<file path="src/hdl/ldp_pkg.sv">
// Shared types, character constants and helper functions for the line directive parser.
package ldp_pkg;

	localparam int unsigned LINE_NUMBER_BITS_DEF = 32;
	localparam int unsigned RES_DEPTH = 4;
	localparam int unsigned RES_PTR_W = $clog2(RES_DEPTH);
	localparam int unsigned RES_CNT_W = $clog2(RES_DEPTH + 1);

	localparam logic [7:0] CH_HASH  = 8'h23;
	localparam logic [7:0] CH_QUOTE = 8'h22;
	localparam logic [7:0] CH_BSL   = 8'h5c;
	localparam logic [7:0] CH_ESC   = 8'h1b;
	localparam logic [7:0] CH_ZERO  = 8'h30;

	localparam logic KIND_NAME    = 1'b0;
	localparam logic KIND_SUMMARY = 1'b1;

	typedef struct packed {
		logic [7:0] data_byte;
		logic       end_of_line;
	} in_item_t;

	typedef struct packed {
		logic        result_kind;
		logic [7:0]  name_byte;
		logic        is_directive;
		logic [31:0] line_number;
		logic        has_file_name;
		logic        last;
	} out_item_t;

	function automatic logic is_ws(input logic [7:0] c);
		return (c == 8'h20) || (c == 8'h09) || (c == 8'h0b) || (c == 8'h0c) || (c == 8'h0d);
	endfunction

	function automatic logic is_digit(input logic [7:0] c);
		return (c >= 8'h30) && (c <= 8'h39);
	endfunction

	// characters of the "line" keyword
	function automatic logic [7:0] kw_char(input logic [1:0] idx);
		logic [7:0] r;
		case (idx)
			2'd0: r = 8'h6c;
			2'd1: r = 8'h69;
			2'd2: r = 8'h6e;
			default: r = 8'h65;
		endcase
		return r;
	endfunction

	function automatic logic [7:0] decode_escape(input logic [7:0] c);
		logic [7:0] r;
		case (c)
			8'h61: r = 8'h07;
			8'h62: r = 8'h08;
			8'h65, 8'h45: r = CH_ESC;
			8'h66: r = 8'h0c;
			8'h6e: r = 8'h0a;
			8'h72: r = 8'h0d;
			8'h74: r = 8'h09;
			8'h76: r = 8'h0b;
			default: r = c;
		endcase
		return r;
	endfunction

endpackage

</file>
<file path="src/hdl/ldp_parser.sv">
// Per-byte parse state and next-state logic; yields up to two results per byte.
module ldp_parser #(
	parameter int unsigned LINE_NUMBER_BITS = ldp_pkg::LINE_NUMBER_BITS_DEF
) (
	input  logic              clk,
	input  logic              arst_n,
	input  logic              step,
	input  ldp_pkg::in_item_t item,
	output logic [1:0]        res_cnt,
	output ldp_pkg::out_item_t res0,
	output ldp_pkg::out_item_t res1
);
	import ldp_pkg::*;

	localparam int unsigned NB = LINE_NUMBER_BITS;

	typedef enum logic [3:0] {
		PH_LEAD    = 4'd0,
		PH_HASHWS  = 4'd1,
		PH_KEYWORD = 4'd2,
		PH_AFTERKW = 4'd3,
		PH_KWWS    = 4'd4,
		PH_DIGITS  = 4'd5,
		PH_TRAILWS = 4'd6,
		PH_FNAME   = 4'd7,
		PH_TAIL    = 4'd8,
		PH_FAIL    = 4'd9
	} phase_t;

	phase_t          phase_q, phase_d;
	logic [1:0]      kidx_q, kidx_d;
	logic [NB-1:0]   acc_q, acc_d;
	logic            ovf_q, ovf_d;
	logic            esc_q, esc_d;
	logic            file_q, file_d;

	logic [7:0]      c;
	logic            eol;
	logic            do_digit;
	logic [NB+3:0]   acc_x10;
	logic            ovf_hit;
	logic            emit;
	logic [7:0]      nb;
	logic            ok;
	out_item_t       name_res, sum_res;

	assign c   = item.data_byte;
	assign eol = item.end_of_line;

	// 10*acc + d; anything in the top four bits is past the number width
	assign acc_x10 = ({4'b0, acc_q} << 3) + ({4'b0, acc_q} << 1) + (NB+4)'(c - CH_ZERO);
	assign ovf_hit = |acc_x10[NB+3:NB];

	always_comb begin
		phase_d  = phase_q;
		kidx_d   = kidx_q;
		acc_d    = acc_q;
		ovf_d    = ovf_q;
		esc_d    = esc_q;
		file_d   = file_q;
		do_digit = 1'b0;
		emit     = 1'b0;
		nb       = c;

		case (phase_q)
			PH_LEAD: begin
				if (c == CH_HASH) phase_d = PH_HASHWS;
				else if (!is_ws(c)) phase_d = PH_FAIL;
			end
			PH_HASHWS: begin
				if (!is_ws(c)) begin
					if (c == kw_char(2'd0)) begin
						phase_d = PH_KEYWORD;
						kidx_d  = 2'd1;
					end else if (is_digit(c)) begin
						phase_d  = PH_DIGITS;
						do_digit = 1'b1;
					end else begin
						phase_d = PH_FAIL;
					end
				end
			end
			PH_KEYWORD: begin
				if (c == kw_char(kidx_q)) begin
					if (kidx_q == 2'd3) begin
						phase_d = PH_AFTERKW;
						kidx_d  = 2'd0;
					end else begin
						kidx_d = kidx_q + 2'd1;
					end
				end else begin
					phase_d = PH_FAIL;
				end
			end
			PH_AFTERKW: phase_d = is_ws(c) ? PH_KWWS : PH_FAIL;
			PH_KWWS: begin
				if (!is_ws(c)) begin
					if (is_digit(c)) begin
						phase_d  = PH_DIGITS;
						do_digit = 1'b1;
					end else begin
						phase_d = PH_FAIL;
					end
				end
			end
			PH_DIGITS: begin
				if (is_digit(c)) do_digit = 1'b1;
				else if (is_ws(c)) phase_d = PH_TRAILWS;
				else if (c == CH_QUOTE) begin
					phase_d = PH_FNAME;
					file_d  = 1'b1;
				end else phase_d = PH_TAIL;
			end
			PH_TRAILWS: begin
				if (!is_ws(c)) begin
					if (c == CH_QUOTE) begin
						phase_d = PH_FNAME;
						file_d  = 1'b1;
					end else phase_d = PH_TAIL;
				end
			end
			PH_FNAME: begin
				if (esc_q) begin
					esc_d = 1'b0;
					emit  = 1'b1;
					nb    = decode_escape(c);
				end else if (c == CH_QUOTE) begin
					phase_d = PH_TAIL;
				end else if (c == CH_BSL && !eol) begin
					esc_d = 1'b1;
				end else begin
					emit = 1'b1;
				end
			end
			PH_TAIL: ;
			default: phase_d = PH_FAIL;
		endcase

		if (do_digit) begin
			if (ovf_hit) begin
				ovf_d   = 1'b1;
				phase_d = PH_FAIL;
			end else begin
				acc_d = acc_x10[NB-1:0];
			end
		end

		ok = !ovf_d && (phase_d inside {PH_DIGITS, PH_TRAILWS, PH_FNAME, PH_TAIL});

		name_res = '{result_kind: KIND_NAME, name_byte: nb, is_directive: 1'b0,
			line_number: 32'd0, has_file_name: 1'b0, last: !eol};
		sum_res = '{result_kind: KIND_SUMMARY, name_byte: 8'd0, is_directive: ok,
			line_number: ok ? 32'(acc_d) : 32'd0, has_file_name: ok && file_d,
			last: 1'b1};

		// summary goes to the front when no name byte precedes it
		res0    = emit ? name_res : sum_res;
		res1    = sum_res;
		res_cnt = 2'(emit) + 2'(eol);

		if (eol) begin
			phase_d = PH_LEAD;
			kidx_d  = 2'd0;
			acc_d   = '0;
			ovf_d   = 1'b0;
			esc_d   = 1'b0;
			file_d  = 1'b0;
		end
	end

	always_ff @(posedge clk or negedge arst_n) begin
		if (!arst_n) begin
			phase_q <= PH_LEAD;
			kidx_q  <= 2'd0;
			acc_q   <= '0;
			ovf_q   <= 1'b0;
			esc_q   <= 1'b0;
			file_q  <= 1'b0;
		end else if (step) begin
			phase_q <= phase_d;
			kidx_q  <= kidx_d;
			acc_q   <= acc_d;
			ovf_q   <= ovf_d;
			esc_q   <= esc_d;
			file_q  <= file_d;
		end
	end

endmodule

</file>
<file path="src/hdl/ldp_result_fifo.sv">
// Small result queue: takes up to two results a cycle, hands out one per transaction.
module ldp_result_fifo (
	input  logic                clk,
	input  logic                arst_n,
	input  logic [1:0]          push_cnt,
	input  ldp_pkg::out_item_t  push0,
	input  ldp_pkg::out_item_t  push1,
	output logic                room2,
	output logic                out_valid,
	input  logic                out_ready,
	output ldp_pkg::out_item_t  out_data
);
	import ldp_pkg::*;

	out_item_t              mem [RES_DEPTH];
	logic [RES_PTR_W-1:0]   wp_q, rp_q;
	logic [RES_CNT_W-1:0]   cnt_q;
	logic                   pop;

	assign out_valid = (cnt_q != '0);
	assign pop       = out_valid && out_ready;
	assign out_data  = mem[rp_q];
	assign room2     = (cnt_q <= RES_CNT_W'(RES_DEPTH - 2));

	always_ff @(posedge clk) begin
		if (push_cnt != 2'd0) mem[wp_q] <= push0;
		if (push_cnt == 2'd2) mem[wp_q + RES_PTR_W'(1)] <= push1;
	end

	always_ff @(posedge clk or negedge arst_n) begin
		if (!arst_n) begin
			wp_q  <= '0;
			rp_q  <= '0;
			cnt_q <= '0;
		end else begin
			wp_q  <= wp_q + RES_PTR_W'(push_cnt);
			if (pop) rp_q <= rp_q + RES_PTR_W'(1);
			cnt_q <= cnt_q + RES_CNT_W'(push_cnt) - RES_CNT_W'(pop);
		end
	end

endmodule

</file>
<file path="src/hdl/line_directive_parser_core.sv">
// Line directive parser top level: input register, byte parser and result queue.
// A byte in the input register is parsed and its results queued once the queue has room
// for two. Throughput: one byte per cycle while that room holds; a byte that yields a
// name byte and the summary occupies the output for two transactions, set by the single-result output port.
// Reset clears the parse state and empties the result queue.
module line_directive_parser_core #(
	parameter int unsigned LINE_NUMBER_BITS = ldp_pkg::LINE_NUMBER_BITS_DEF
) (
	input  logic               clk,
	input  logic               arst_n,
	input  logic               in_valid,
	output logic               in_ready,
	input  ldp_pkg::in_item_t  in_data,
	output logic               out_valid,
	input  logic               out_ready,
	output ldp_pkg::out_item_t out_data
);
	import ldp_pkg::*;

	logic       valid_s1;
	in_item_t   item_s1;
	logic       adv;
	logic       room2;
	logic [1:0] res_cnt;
	out_item_t  res0, res1;

	assign adv      = valid_s1 && room2;
	assign in_ready = !valid_s1 || adv;

	always_ff @(posedge clk or negedge arst_n) begin
		if (!arst_n) begin
			valid_s1 <= 1'b0;
		end else if (in_ready) begin
			valid_s1 <= in_valid;
		end
	end

	always_ff @(posedge clk) begin
		if (in_ready && in_valid) item_s1 <= in_data;
	end

	ldp_parser #(
		.LINE_NUMBER_BITS(LINE_NUMBER_BITS)
	) u_parser (
		.clk     (clk),
		.arst_n  (arst_n),
		.step    (adv),
		.item    (item_s1),
		.res_cnt (res_cnt),
		.res0    (res0),
		.res1    (res1)
	);

	ldp_result_fifo u_fifo (
		.clk       (clk),
		.arst_n    (arst_n),
		.push_cnt  (adv ? res_cnt : 2'd0),
		.push0     (res0),
		.push1     (res1),
		.room2     (room2),
		.out_valid (out_valid),
		.out_ready (out_ready),
		.out_data  (out_data)
	);

endmodule

</file>
<file path="config.mk">
export PLATFORM = sky130hd
export DESIGN_NAME = line_directive_parser_core
export DESIGN_NICKNAME = d
export VERILOG_FILES = /design/src/hdl/ldp_pkg.sv /design/src/hdl/ldp_parser.sv /design/src/hdl/ldp_result_fifo.sv /design/src/hdl/line_directive_parser_core.sv
export SDC_FILE = /design/constraint.sdc
export NUM_CORES = 1
export LEC_CHECK = 0
export BUFFER_PORTS_ARGS = -buffer_cell sky130_fd_sc_hd__buf_2
export CAP_MARGIN = 10
export CORE_ASPECT_RATIO = 1.1
export CORE_UTILIZATION = 40
export DETAILED_ROUTE_END_ITERATION = 10
export GPL_ROUTABILITY_DRIVEN = 1
export PLACE_DENSITY = 0.57
export SLEW_MARGIN = 0
export SYNTH_ARGS = -nofsm -noshare
export SYNTH_HDL_FRONTEND = slang
export SYNTH_HIERARCHICAL = 1
export SYNTH_SLANG_ARGS = --single-unit
</file>
<file path="constraint.sdc">
create_clock -name clk -period 6.5 [get_ports clk]
set_input_delay 0.975 -clock clk [delete_from_list [all_inputs] [get_ports clk]]
set_output_delay 0.975 -clock clk [all_outputs]
set_load 0.1 [all_outputs]
</file>
# Word-level counts from Yosys, hierarchy flattened
# Memories as Yosys holds them, arrays and structs flattened.
# Index checks and enable logic that the tools add are counted.
# classes
n_reduce_logical	26
eq_ne	38
mux	62
addsub	10
n_lt_le_gt_ge	3
# ops
cell	count
32-bit 2-to-1 mux	4
8-bit by 7-bit equality test with 1-bit output, second input constant	11
4-bit 2-to-1 mux	18
8-bit one-hot mux with 8 select lines	1
44-bit 2-to-1 mux	1
35-bit by 33-bit adder with 36-bit output	1
36-bit adder	1
4-bit one-hot mux with 9 select lines	1
8-bit by 4-bit equality test with 1-bit output, second input constant	4
4-bit by 3-bit equality test with 1-bit output, second input constant	7
8-bit by 6-bit equality test with 1-bit output, second input constant	3
1-bit 2-to-1 mux	24
8-bit 2-to-1 mux	3
2-bit 2-to-1 mux	6
4-bit one-hot mux with 3 select lines	1
8-bit by 6-bit subtractor with 9-bit output, second input constant	1
4-bit by 2-bit equality test with 1-bit output, second input constant	2
4-bit equality test, second input constant	2
8-bit equality test	1
8-bit by 6-bit greater-or-equal comparator with 1-bit output, second input constant	1
8-bit by 6-bit less-or-equal comparator with 1-bit output, second input constant	1
1-bit logical AND	7
2-bit by 1-bit adder with 2-bit output, second input constant	3
2-bit equality test, second input constant	3
other kinds (23)	32
# totals
ramBits	176
out_inout_bits	46
in_bits	13
regBits	58
memories	1
elab_cells	152
# memory_table
name	depth	width	read_ports	rd_clocked_by_memory_dff	write_ports	line	text
u_fifo.mem	4	44	1	0	2	ldp_result_fifo.sv:15	out_item_t mem [RES_DEPTH];

# Depth between registers and ports, before layout
# logic_depth
word_depth	15
mapped_depth	17

# Modules after synthesis
# The synthesis kept the hierarchy.
# by_module_without_submodules
mod	cells_each	area_per_inst_um2	n_inst
ldp_result_fifo	465	8943.6	1
ldp_parser	797	6553.8	1
line_directive_parser_core	16	342.8	1

# Worst setup path after synthesis
# No wires, ideal clock.
# synth_timing
path_type	reg2reg
start	register item_s1[5] in the netlist's numbering
end	memory u_fifo/mem[0][16] in the netlist's numbering, data pin
setup_time_ns	0.260
path_stages_with_launch	18
arrival_time_ns	6.811
path_slack_ns	-0.571
t_required_ns	6.240
cell_sequence	edfxtp_1 -> ha_1 -> nor3_1 -> fa_1 -> ha_1 -> buf_2 -> nand4_1 -> or3_1 -> or3_1 -> o32ai_1 -> nor2_1 -> a311oi_2 -> nor4_4 -> nor2b_4 -> buf_6 -> buf_6 -> a22o_1 -> mux2_2
# synth_lines
item	line	text
start: declaration	line_directive_parser_core.sv:21	in_item_t item_s1;
start signal: assignment	line_directive_parser_core.sv:39	if (in_ready && in_valid) item_s1 <= in_data;
end: declaration	ldp_result_fifo.sv:15	

==> reports/qor.csv <==
stage;metric;value;unit
setup_path;critPathArrivalTime;6.32;ns
synthesis;synth_most_common_cell;edfxtp_1;
placement;place.gp.congestion;0.874;
die;die_area;0.0404;sq mm
clocking;cts_buffers;26;
global_routing;antenna_found_initial;0;
synthesis;synth_seq_cells;234;
synthesis;yosys-top-cells-area;edfxtp_1 35%, mux2_2 12%, dfrtp_1 7.7%;
global_routing;busiest_layer;met2;
final_layout;area_growth;8.72;%
global_routing;grt_start_max_net_pins;61;
synthesis;synth_common_cells;185 x edfxtp_1, 166 x mux2_2, 87 x nand2_1;
timing;max_slew_margin;15.1;%
timing;finalHoldViolations;0;
final_layout;antenna-diode-count;0;
final_layout;regArea;0.00678;sq mm
timing;fin_crit_sh;91.0;%
route;drt_iter0_drc;742;
die;design.core.area;0.0391;sq mm
synthesis;synthCells;1278;
setup_path;worstPathRequired;6.90;ns
global_routing;grt.total_usage;20.2;%
final_layout;multi_input_area;0.00846;sq mm
die;io_pins;59;
route;vias_per_cell;5.90;
final_layout;fin_nets;1391;
synthesis;synth.top_cell.area_share;35.1;%
synthesis;ys_warn_count;6;
route;routed_wl;40600;microns
clocking;cts-root-buf;clkbuf_16;
synthesis;async_flop_share;20.9;%
setup_path;crit-reg2reg-launch;item_s1[5]$_DFFE_PP_;
timing;slew_viol_final;0;
timing;setup_viol;0;
global_routing;grt_pass1_wl;63500;microns
synthesis;yosysSeqAreaShare;42.8;%
final_layout;drive_gt1_share;28.4;%
clocking;cts.sink_count;234;
clocking;clk_pin_slew;0.06;ns
setup_path;path_class;reg2reg;
placement;dp_slack;0.679;ns
setup_path;end_kind;register;
global_routing;overflow;0;
route;wl_per_cell;22.3;microns
global_routing;grt.met2_usage;33.8;%
final_layout;fillers;3563;
route;drcViolationCount;0;
global_routing;use_met3;2.03;%
timing;tightest_slew;1.27;ns
global_routing;grt_pass1_vias;10871;
die;rows;76;
synthesis;synth_top_area_cell;edfxtp_1;
min_path;worstHoldStart;u_parser/file_q$_DFFE_PN0P_;
timing;fin_setup_tns;0;ns
clocking;cts_hold_buf;0;
synthesis;postSynthAreaPerCell;12.4;sq um
clocking;cts_buffer_depth;3;
timing;finalClockSkew;0.0117;ns
clocking;insertion_delay;0.54;ns
timing;worst_slack;0.582;ns
synthesis;netlist_area;0.0158;sq mm
synthesis;synth_edf_count;185;
clocking;tritoncts;done;
die;start_util;40.5;%
placement;dpl.hpwl;27000;microns
die;die_h;211;microns
placement;place.port_buffers;58;
setup_path;cp_max_fo;47;
route;drt_first_pass_iters;5;
route;route.vias.total;10749;
timing;rsz0062_at_grt;no;
clocking;post_cts_resize_count;0;
setup_path;startpoint;item_s1[5]$_DFFE_PP_;
run;max_cap_viol_count;0;
clocking;post_cts_buffers;0;
run_status;outcome;completed;
clocking;cts_max_level;1;
die;die_w;192;microns
min_path;hold_path_class;reg2reg;
route;ant_nets;0;
synthesis;ys_types;97;
synthesis;synth_flop_cell;edfxtp_1;
timing;max_freq;169;MHz
setup_path;cp-start-kind;register;
timing;period_minus_slack;5.92;ns
global_routing;met1_usage;28.4;%
==> final cells by class <==
| class | count | share of cell area, % |
|---|---|---|
| clock buffer | 33 | 4.05 |
| clock inverter | 14 | 0.443 |
| inverter | 39 | 0.850 |
| multi-input combinational | 918 | 49.1 |
| sequential | 234 | 39.4 |
| tap | 507 | 3.68 |
| timing repair buffer | 76 | 2.47 |
==> worst paths after layout <==
path                       cells past startpoint  slack, ns                        endpoint
min in group asynchronous                      2       0.56  u_parser/acc_q[16]$_DFFE_PN0P_
setup / recovery                              15       0.58     u_fifo/mem[0][24]$_DFFE_PP_
max in group asynchronous                      2       5.41      u_fifo/rp_q[1]$_DFFE_PN0P_
setup reg to reg                              15       0.58     u_fifo/mem[0][24]$_DFFE_PP_
hold / removal                                 1       0.50     u_parser/file_q$_DFFE_PN0P_
hold reg to reg                                1       0.50     u_parser/file_q$_DFFE_PN0P_
==> metrics by stage <==
| step | cells | cell area [sq um] | utilization, % | hold slack [ns] |
|---|---|---|---|---|
| 6_report | 1821 | 17200 | 44.1 | 0.505 |
| 5_1_grt | 1821 | 17200 | 44.1 | 0.530 |
| 4_1_cts | 1821 | 17200 | 44.1 | 0.503 |
| 3_5_place_dp | 1774 | 16400 | 42.1 | 0.490 |
| 3_3_place_gp | 1774 | 16400 | 42.1 | 0.478 |
| 2_1_floorplan | 1286 | 15900 | - | 0.457 |
==> per-layer routing <==
layer / wire [microns] / up-vias
li1: - / 4964
met1: 18400 / 5480
met2: 19500 / 268
met3: 2110 / 37
met4: 587 / 0
met5: 0 / -
==> state kept, by name (all words and copies together), names as in the netlist <==
register	cells
u_parser/phase_q	4
u_parser/file_q	1
u_parser/ovf_q	1
u_fifo/wp_q	2
u_fifo/mem	176
u_fifo/cnt_q	3
item_s1	9
u_parser/esc_q	1
u_fifo/rp_q	2
valid_s1	1
u_parser/acc_q	32
u_parser/kidx_q	2
==> worst max-delay path, cell delays in order, from the launching register on <==
cell	delay (ns)
edfxtp_1	0.47
ha_1	0.33
nor3_4	0.13
buf_4	0.42
fa_1	0.50
ha_1	0.49
nand4_4	0.20
nor3_2	0.30
nand3_1	0.11
o211a_1	0.28
a41oi_1	0.23
o311ai_1	0.26
nor4_4	0.40
nor2b_4	1.07
a22o_1	0.36
mux2_2	0.19
==> cell usage in the layout, fill, tap and decap left out, types with 44 or more instances in the layout <==
master and instances:
edfxtp_1 185, mux2_2 166, nand2_1 87, buf_2 58, a22o_1 54, a21oi_1 52, ha_1 51, dfrtp_1 47
nor2_1 45, mux4_2 44
==> cell families (layout without fill, tap and decap cells) <==
| logic type | after synthesis | after routing | share of synthesized area (%) |
|---|---|---|---|
| AOI/OAI and AO/OA | 264 | 264 | 12.7 |
| xor gates and xnor gates | 40 | 40 | 2.21 |
| adders and majority gates | 83 | 83 | 8.07 |
| buffers and inverters | 134 | 162 | 4.42 |
| DFF | 234 | 234 | 42.8 |
| muxes | 226 | 226 | 19.4 |
| other | 2 | 10 | 0.0474 |
| and+or+nand+nor | 295 | 295 | 10.3 |
Power is left out: the tool's default activity adds up to more than one toggle a clock period on the data nets, which glitch-free logic cannot reach.
